## config.mk

```make
export PLATFORM = sky130hd
export DESIGN_NAME = turtle_grid_plotter
export DESIGN_NICKNAME = d
export VERILOG_FILES = /design/src/design/tgp_pkg.sv /design/src/design/tgp_ctrl.sv /design/src/design/tgp_datapath.sv /design/src/design/turtle_grid_plotter.sv
export SDC_FILE = /design/constraint.sdc
export NUM_CORES = 2
export LEC_CHECK = 0
export BUFFER_PORTS_ARGS = -buffer_cell sky130_fd_sc_hd__buf_2
export CAP_MARGIN = 15
export CORE_ASPECT_RATIO = 1.25
export CORE_MARGIN = 10
export CORE_UTILIZATION = 35
export CTS_CLUSTER_DIAMETER = 50
export CTS_CLUSTER_SIZE = 12
export DETAILED_ROUTE_END_ITERATION = 7
export SYNTH_ARGS = -nofsm -noshare
export SYNTH_HDL_FRONTEND = slang
export SYNTH_SLANG_ARGS = --single-unit
```

## constraint.sdc

```tcl
create_clock -name clk -period 6 [get_ports clk]
set_clock_uncertainty 0.1 [all_clocks]
set_input_delay 1.2 -clock clk [delete_from_list [all_inputs] [get_ports clk]]
set_output_delay 1.2 -clock clk [all_outputs]
set_load 0.005 [all_outputs]
```

## src/design/tgp_pkg.sv

```systemverilog
`default_nettype none

package tgp_pkg;

  // Command codes on the mode input
  localparam logic [2:0] MODE_PEN_UP   = 3'd0;
  localparam logic [2:0] MODE_PEN_DOWN = 3'd1;
  localparam logic [2:0] MODE_TURN_INC = 3'd2;
  localparam logic [2:0] MODE_TURN_DEC = 3'd3;
  localparam logic [2:0] MODE_FORWARD  = 3'd4;
  localparam logic [2:0] MODE_PRINT    = 3'd5;

  // Headings
  localparam logic [1:0] HEAD_EAST  = 2'd0;
  localparam logic [1:0] HEAD_SOUTH = 2'd1;
  localparam logic [1:0] HEAD_WEST  = 2'd2;
  localparam logic [1:0] HEAD_NORTH = 2'd3;

  localparam int ROW_W  = 32;
  localparam int DIST_W = 6;

  typedef enum logic [1:0] {
    ST_IDLE,
    ST_WALK,
    ST_PRINT
  } tgp_state_t;

  typedef struct packed {
    logic set_pen;
    logic pen_val;
    logic turn_inc;
    logic turn_dec;
    logic load_steps;
    logic step;
    logic emit_row;
  } tgp_cmd_t;

  typedef struct packed {
    logic blocked;
    logic final_step;
    logic final_row;
  } tgp_stat_t;

endpackage

`default_nettype wire

```

## src/design/tgp_ctrl.sv

```systemverilog
`default_nettype none

module tgp_ctrl
  import tgp_pkg::*;
(
  input  wire logic              clk,
  input  wire logic              rst,
  input  wire logic              start,
  input  wire logic [2:0]        mode,
  input  wire logic [DIST_W-1:0] distance,
  input  wire tgp_stat_t         stat,
  output tgp_cmd_t               cmd,
  output logic                   busy
);

  tgp_state_t state;
  tgp_state_t state_next;

  always_ff @(posedge clk) begin
    if (rst) begin
      state <= ST_IDLE;
    end else begin
      state <= state_next;
    end
  end

  assign busy = (state != ST_IDLE);

  always_comb begin
    state_next = state;
    cmd        = '0;
    case (state)
      ST_IDLE: begin
        if (start) begin
          case (mode)
            MODE_PEN_UP: begin
              cmd.set_pen = 1'b1;
              cmd.pen_val = 1'b0;
            end
            MODE_PEN_DOWN: begin
              cmd.set_pen = 1'b1;
              cmd.pen_val = 1'b1;
            end
            MODE_TURN_INC: cmd.turn_inc = 1'b1;
            MODE_TURN_DEC: cmd.turn_dec = 1'b1;
            MODE_FORWARD: begin
              // zero distance: nothing to walk
              if (distance != '0) begin
                cmd.load_steps = 1'b1;
                state_next     = ST_WALK;
              end
            end
            MODE_PRINT: state_next = ST_PRINT;
            default: ;
          endcase
        end
      end
      ST_WALK: begin
        cmd.step = 1'b1;
        // drop the remaining steps once the edge is reached
        if (stat.blocked || stat.final_step) begin
          state_next = ST_IDLE;
        end
      end
      ST_PRINT: begin
        cmd.emit_row = 1'b1;
        if (stat.final_row) begin
          state_next = ST_IDLE;
        end
      end
      default: state_next = ST_IDLE;
    endcase
  end

endmodule

`default_nettype wire

```

## src/design/tgp_datapath.sv

```systemverilog
`default_nettype none

module tgp_datapath
  import tgp_pkg::*;
#(
  parameter int GRID_SIZE = 32
)
(
  input  wire logic              clk,
  input  wire logic              rst,
  input  wire logic [DIST_W-1:0] distance,
  input  wire tgp_cmd_t          cmd,
  output tgp_stat_t              stat,
  output logic                   valid,
  output logic [ROW_W-1:0]       row_bits,
  output logic [4:0]             row_number,
  output logic                   last
);

  localparam int GRID_EFF = (GRID_SIZE < ROW_W) ? GRID_SIZE : ROW_W;
  localparam int IDX_W    = $clog2(GRID_EFF);
  localparam logic [IDX_W-1:0] LAST_IDX = IDX_W'(GRID_EFF - 1);

  logic [ROW_W-1:0]  canvas [GRID_EFF];
  logic [IDX_W-1:0]  col;
  logic [IDX_W-1:0]  row;
  logic [IDX_W-1:0]  col_next;
  logic [IDX_W-1:0]  row_next;
  logic [1:0]        heading;
  logic              pen;
  logic [DIST_W-1:0] steps;
  logic [IDX_W-1:0]  rcnt;
  logic              blocked;

  // Next cell in the heading direction; hold at the canvas edge
  always_comb begin
    col_next = col;
    row_next = row;
    blocked  = 1'b0;
    case (heading)
      HEAD_EAST: begin
        if (col == LAST_IDX) blocked = 1'b1;
        else col_next = col + 1'b1;
      end
      HEAD_SOUTH: begin
        if (row == LAST_IDX) blocked = 1'b1;
        else row_next = row + 1'b1;
      end
      HEAD_WEST: begin
        if (col == '0) blocked = 1'b1;
        else col_next = col - 1'b1;
      end
      default: begin
        if (row == '0) blocked = 1'b1;
        else row_next = row - 1'b1;
      end
    endcase
  end

  assign stat.blocked    = blocked;
  assign stat.final_step = (steps == DIST_W'(1));
  assign stat.final_row  = (rcnt == LAST_IDX);

  always_ff @(posedge clk) begin
    if (rst) begin
      col     <= '0;
      row     <= '0;
      heading <= HEAD_EAST;
      pen     <= 1'b0;
    end else begin
      if (cmd.set_pen) pen <= cmd.pen_val;
      if (cmd.turn_inc) heading <= heading + 2'd1;
      if (cmd.turn_dec) heading <= heading - 2'd1;
      if (cmd.step && !blocked) begin
        col <= col_next;
        row <= row_next;
      end
    end
  end

  always_ff @(posedge clk) begin
    if (cmd.load_steps) begin
      steps <= distance;
    end else if (cmd.step) begin
      steps <= steps - DIST_W'(1);
    end
  end

  always_ff @(posedge clk) begin
    if (rst) begin
      for (int i = 0; i < GRID_EFF; i++) begin
        canvas[i] <= '0;
      end
    end else if (cmd.step && !blocked && pen) begin
      canvas[row_next][5'(col_next)] <= 1'b1;
    end
  end

  // Print: one row per cycle, counter wraps back to the top row
  always_ff @(posedge clk) begin
    if (rst) begin
      rcnt  <= '0;
      valid <= 1'b0;
    end else begin
      valid <= cmd.emit_row;
      if (cmd.emit_row) begin
        rcnt <= stat.final_row ? '0 : rcnt + 1'b1;
      end
    end
  end

  always_ff @(posedge clk) begin
    if (cmd.emit_row) begin
      row_bits   <= canvas[rcnt];
      row_number <= 5'(rcnt);
      last       <= stat.final_row;
    end
  end

endmodule

`default_nettype wire

```

## src/design/turtle_grid_plotter.sv

```systemverilog
// Turtle plotter on a square bit canvas of min(GRID_SIZE, 32) rows and columns.
// A request is taken when start is high and busy is low. Pen and turn
// requests complete in the cycle they are taken and never raise busy. Forward
// steps one cell per clock while busy is high, for up to distance cells, fewer
// when the turtle meets the edge; a zero distance finishes at once. Print reads
// one canvas row per clock and shows it on row_bits/row_number for a single
// cycle with valid high; the final row (with last set) appears in the first
// cycle with busy low. The receiver cannot stall: every row must be taken in
// the cycle valid is high. Reset clears the canvas, puts the turtle at the
// top-left cell facing east with the pen up.
`default_nettype none

module turtle_grid_plotter
  import tgp_pkg::*;
#(
  parameter int GRID_SIZE = 32
)
(
  input  wire logic              clk,
  input  wire logic              rst,
  input  wire logic              start,
  output logic                   busy,
  input  wire logic [2:0]        mode,
  input  wire logic [DIST_W-1:0] distance,
  output logic                   valid,
  output logic [ROW_W-1:0]       row_bits,
  output logic [4:0]             row_number,
  output logic                   last
);

  tgp_cmd_t  cmd;
  tgp_stat_t stat;

  tgp_ctrl u_ctrl (
    .clk      (clk),
    .rst      (rst),
    .start    (start),
    .mode     (mode),
    .distance (distance),
    .stat     (stat),
    .cmd      (cmd),
    .busy     (busy)
  );

  tgp_datapath #(
    .GRID_SIZE (GRID_SIZE)
  ) u_datapath (
    .clk        (clk),
    .rst        (rst),
    .distance   (distance),
    .cmd        (cmd),
    .stat       (stat),
    .valid      (valid),
    .row_bits   (row_bits),
    .row_number (row_number),
    .last       (last)
  );

endmodule

`default_nettype wire

```

; ---- Word level (Yosys, flattened, before mapping)
; Memories as Yosys holds them, arrays and structs flattened. A register that Yosys moved wholly into a read port is not among the register bits.
; Index checks and enable logic that the tools add are counted.
[totals]
regBits = 33
ram_bits = 1024
inputBits = 12
out_inout_bits = 40
n_memories = 1
[mem_list]
columns = name, depth, word_bits, rd, rd_ports_with_merged_regs, wr, line_no
row1 = u_datapath.canvas, 32, 32, 1, 1, 32, tgp_datapath.sv:24  ; logic [ROW_W-1:0] canvas [GRID_EFF];
[classes]
addsub = 8
magnitude_cmp = 2
n_eq_ne = 18
n_mux = 41
n_reduce_logical = 17
[ops]
columns = cell, count
row1 = $mux 32, 3
row2 = $mux 5, 8
row3 = $reduce_or 32->1, 1
row4 = $pmux 5 s2, 2
row5 = $add 5x1->5 const B, 3
row6 = $eq 5x5->1 const B, 3
row7 = $mux 1, 15
row8 = $mux 2, 6
row9 = $mux 6, 2
row10 = $logic_not 5->1, 2
row11 = $sub 5x1->5 const B, 2
row12 = $pmux 2 s2, 2
row13 = $eq 3x2->1 const B, 2
row14 = $eq 3x3->1 const B, 2
row15 = $eq 6x1->1 const B, 1
row16 = $lt 5x6->1 const B, 1
row17 = $pmux 2 s3, 1
row18 = $reduce_bool 2->1, 3
row19 = $reduce_bool 6->1, 1
row20 = $sub 6x1->6 const B, 1
row21 = $demux 1 s5, 1
row22 = $ge 5x1->1 const B, 1
row23 = $reduce_and 5->1, 1
row24 = $eq 2x1->1 const B, 2
row25 = 15 further kinds, 20

; ---- Longest topological paths before layout
[logic_depth]
word_depth = 11
depth_mapped = 12
mapped_depth_nobuf = 8

; ---- By module
; A second synthesis with hierarchy kept.
[unflattened]
hier_cells = 4213
hier_area_um2 = 43709.4
[modules_own_cells]
columns = module, n_inst, cells_each, area_per_inst_um2
row1 = tgp_datapath, 1, 4192, 43550.5
row2 = tgp_ctrl, 1, 21, 158.9

; ---- Least setup slack after synthesis
; OpenSTA, ideal clock, no wires.
[synth_timing]
kind = flip-flop to flip-flop
from = reg u_datapath.rcnt[0]
to = reg u_datapath.row_bits[0], read port of u_datapath.canvas, data pin
setup_ns = 0.260
arrival_ns = 2.631
setup_slack_ns = 3.009
path_stages_with_launch = 7
path_buffers = 3
path_cell_list = dfxtp_1 -> clkbuf_1 -> clkbuf_1 -> buf_1 -> mux4_2 -> mux4_2 -> mux2_2
[synth_rtl]
columns = item, line_no
row1 = "start, declared", tgp_datapath.sv:32  ; logic [IDX_W-1:0] rcnt;
row2 = "start signal, assigned", tgp_datapath.sv:107  ; rcnt <= stat.final_row ? '0 : rcnt + 1'b1;
row3 = "end, declared", tgp_datapath.sv:15  ; output logic [ROW_W-1:0] row_bits,

==> metrics.cfg <==
[timing]
worst_pin_slew_ps = 1230
part_of_the_cycle_the_worst_path_needs = 0.723
worst_max_slew_margin_expressed_relative_to_the_limit = 0.180
rsz_0062_raised_after_global_routing = false
finalSetupTns_ps = 0
period_needed_ps = 4340
setup_viol = 0
hold_viol_final = 0
timing.hold.ws_ps = 356
fmax_mhz = 231
drv_slew = 0

[synthesis]
per_instance_average_area_after_synthesis_sq_um = 10.4
synth.yosys.seq_area_share = 0.511
post_synth_inst_count = 4180
synth-async-reset-ratio = 0
yosys_warnings = 0
post_synth_num_cell_types = 67
synthSimpleGateAreaFrac = 0.0220
synth.cell_area_sq_um = 43500
synth_fp_nets = 4204
yosys.area_share.adder = 0.00345
dominantRegCellSynth = sky130_fd_sc_hd__dfxtp_1
yosys.area_share.xor_xnor = 0.00141
largest_family_of_logic_cells_by_synthesized_area = multiplexers
compound_gate_portion_of_the_synthesized_area = 0.159
synth_edf_count = 44
synth_mux_area_frac = 0.175
ys_ff_latch = 1089

[global_routing]
grt_pass1_wl_um = 187000
globalRoute.totalOverflow = 0
groute.usage.overall = 0.174
number_of_antenna_violations_at_the_first_check_in_global_routing = 1
pin_count_of_the_biggest_net_entering_global_routing = 204
first_global_vias = 29701

[min_path]
timing.hold.worst.class = reg -> reg
hold_ep = u_datapath.canvas[29][31]$_DFF_P_
worst_hold_startpoint = u_datapath.canvas[29][31]$_DFF_P_
whs_path_depth = 2

[die]
die_h_um = 414
die_w_um = 335
starting_density = 0.353
coreArea_sq_um = 123000
io-pin-count = 52
floorplan.rows = 144
die_area_sq_um = 139000

[final_layout]
post-route-util = 0.389
area.growth.synth_to_final_pct = 10.2
num-nets-final = 4037
multi_input_comb_area_sq_um = 15900
final.fill_count = 11939
final_layout_size_suffix_gt1_frac = 0.163
ff_latch_area_sq_um = 22300

[detailed_routing]
tritonroute_pass_1_iters = 5
routedWlPerCell_um = 22.0
drt_iter0_markers = 2874
drt_wl_total_um = 125000
route.detailed.vias_per_inst = 5.42
route.detailed.drc = 0
ant_nets = 0
num_vias = 30640

[worst_setup_path]
crit_path_top_delay_cell = sky130_fd_sc_hd__nand3_2
startpoint_type = flop
critical_path.cell_chain = inv_1 -> ha_1 -> or4b_1 -> nand3b_1 -> o311a_1 -> nand3_2 -> buf_4 -> o22ai_1
reg2reg_setup_slack_ps = 1660
r2r_start = u_datapath.row[0]$_SDFFE_PP0N_
regToRegEndpoint = u_datapath.canvas[4][19]$_DFF_P_
worst_r2r_path_depth = 8
crit_path_end_kind = flop
worst_ep_required_time_ps = 6520
cpPeakStageDelay_ps = 1200
path_max_fanout = 21
worst-endpoint-arrival_ps = 4850
crit_family = simple AND/OR/NAND/NOR gates
critPathBufInv = 2
critical_path_class = reg -> reg

[power_and_ir_drop]
static-leakage-power_uw = 0.0146
p_per_area_nw_per_um2 = 283
ir_worst_vdd_uv = 209

[job]
timing.max_cap.violations = 0

[clock_network]
clkTransAtPathRegs_ps = 60
cts-resized-gates = 0
cts_setup_buffers = 0
htree_levels = 3
ctsHoldBuffers = 0
numCtsBuffers = 104
ctsRootBufferMaster = sky130_fd_sc_hd__clkbuf_16
clock_tree_from_tritoncts = done
cts-root-to-sink-buffers = 3
worst_skew_pair.late_latency_ps = 700
clock-sinks = 1089

[place]
gp_congestion = 0.818
dp_hpwl_um = 67600
placement.io_buffers = 51

[outcome]
outcome = completed

## layer usage
layer	vias to the layer above	routed length [um]	GRT usage
li1	14388	-	-
met1	15248	54000	0.229
met2	804	59800	0.288
met3	200	6490	0.0229
met4	0	4220	0.0648
met5	-	0	0
## sequential cells by signal (all words and copies together) (netlist names)
signal,flops
u_datapath.canvas,1024
u_datapath.valid,1
u_datapath.last,1
u_ctrl.state,2
u_datapath.col,5
u_datapath.heading,2
u_datapath.steps,6
u_datapath.row,5
u_datapath.row_bits,32
u_datapath.pen,1
u_datapath.row_number,5
u_datapath.rcnt,5
## Yosys cell counts, types with 4 or more instances
master,n,share of area
sky130_fd_sc_hd__clkbuf_1,225,0.019
sky130_fd_sc_hd__nor2_1,28,0.0024
sky130_fd_sc_hd__xnor2_1,4,0.00080
sky130_fd_sc_hd__nand2_1,60,0.0052
sky130_fd_sc_hd__nor4_2,6,0.0017
sky130_fd_sc_hd__edfxtp_1,44,0.030
sky130_fd_sc_hd__buf_2,143,0.016
sky130_fd_sc_hd__and2_1,4,0.00057
sky130_fd_sc_hd__dfxtp_1,1045,0.48
sky130_fd_sc_hd__inv_1,1038,0.090
sky130_fd_sc_hd__o22ai_1,1025,0.15
sky130_fd_sc_hd__mux2i_1,4,0.00092
sky130_fd_sc_hd__buf_1,33,0.0028
sky130_fd_sc_hd__nand3_1,24,0.0028
sky130_fd_sc_hd__nor3_1,9,0.0010
sky130_fd_sc_hd__o21ai_0,15,0.0017
sky130_fd_sc_hd__ha_1,12,0.0034
sky130_fd_sc_hd__mux2_2,33,0.0085
sky130_fd_sc_hd__nand4_1,5,0.00072
sky130_fd_sc_hd__o211ai_1,4,0.00069
sky130_fd_sc_hd__a21oi_1,21,0.0024
sky130_fd_sc_hd__mux4_2,320,0.17
sky130_fd_sc_hd__nand2b_1,8,0.0011
## per-stage QoR
step           setup slack, ps  total power [uW]  area, sq um  cells
2_1_floorplan             3010              7690        43500   4180
3_3_place_gp              1680              7800        44900   5506
3_5_place_dp              1640              7800        44900   5507
4_1_cts                   1640             13700        47800   5647
5_1_grt                   1480             14000        48000   5655
6_report                  1660             13600        48000   5655
## cell type report
| type | count | area share |
|---|---|---|
| flip-flops and latches | 1089 | 0.464 |
| multi-input cells | 1651 | 0.331 |
| inverters | 1038 | 0.0812 |
| clock buffers | 129 | 0.0573 |
| well taps | 1606 | 0.0419 |
| repair buffers | 129 | 0.0221 |
| clock inverters | 11 | 0.00266 |
| diodes | 2 | 0.000104 |
## power by group
part           internal, uW  switching (uW)  leakage (uW)
registers              7280            12.0       0.00883
logic                  81.5             266       0.00441
clock network          3200            2730       0.00141
## cells by family after synthesis
| group | after synthesis |
|---|---|
| AO/OA/AOI/OAI | 1097 |
| XOR/XNOR | 7 |
| adder cells (fa/ha/maj) | 12 |
| buffers and inverters | 1440 |
| flip-flops | 1089 |
| multiplexers | 357 |
| AND/OR/NAND/NOR | 178 |
## cell usage in the layout, fill, tap and decap left out, types with 7 or more instances in the layout
master,n
sky130_fd_sc_hd__o22ai_1,1025
sky130_fd_sc_hd__buf_12,8
sky130_fd_sc_hd__ha_1,12
sky130_fd_sc_hd__mux2_2,33
sky130_fd_sc_hd__dfxtp_1,1040
sky130_fd_sc_hd__clkbuf_1,21
sky130_fd_sc_hd__clkbuf_16,105
sky130_fd_sc_hd__edfxtp_1,44
sky130_fd_sc_hd__nand3_2,17
sky130_fd_sc_hd__nor3_1,8
sky130_fd_sc_hd__inv_1,1037
sky130_fd_sc_hd__nand3_1,7
sky130_fd_sc_hd__mux4_2,320
sky130_fd_sc_hd__a21oi_1,20
sky130_fd_sc_hd__nand2_1,44
sky130_fd_sc_hd__buf_2,50
sky130_fd_sc_hd__nand2_2,12
sky130_fd_sc_hd__o21ai_0,15
sky130_fd_sc_hd__nand2b_1,8
sky130_fd_sc_hd__buf_4,64
sky130_fd_sc_hd__nor2_1,28
## worst max-delay path by stage
stage	startpoint	end	slack, ps	depth (start not counted)
after floorplan	u_datapath.rcnt[0]$_SDFFE_PP0P_	u_datapath.row_bits[0]$_DFFE_PP_	3010	6
after global placement	u_datapath.row[0]$_SDFFE_PP0N_	u_datapath.canvas[5][18]$_DFF_P_	1680	8
after detailed placement	rst	u_datapath.canvas[13][14]$_DFF_P_	1640	5
after CTS	u_datapath.row[0]$_SDFFE_PP0N_	u_datapath.canvas[9][4]$_DFF_P_	1640	9
after global routing	u_datapath.heading[0]$_SDFFE_PP0P_	u_datapath.canvas[30][20]$_DFF_P_	1480	8
final	u_datapath.row[0]$_SDFFE_PP0N_	u_datapath.canvas[4][19]$_DFF_P_	1660	8
## worst min-delay path, cell delays in order (launching register included)
cell and delay (ps):
sky130_fd_sc_hd__dfxtp_1 300, sky130_fd_sc_hd__inv_1 50, sky130_fd_sc_hd__o22ai_1 60
(Power assumes the default switching activity.)
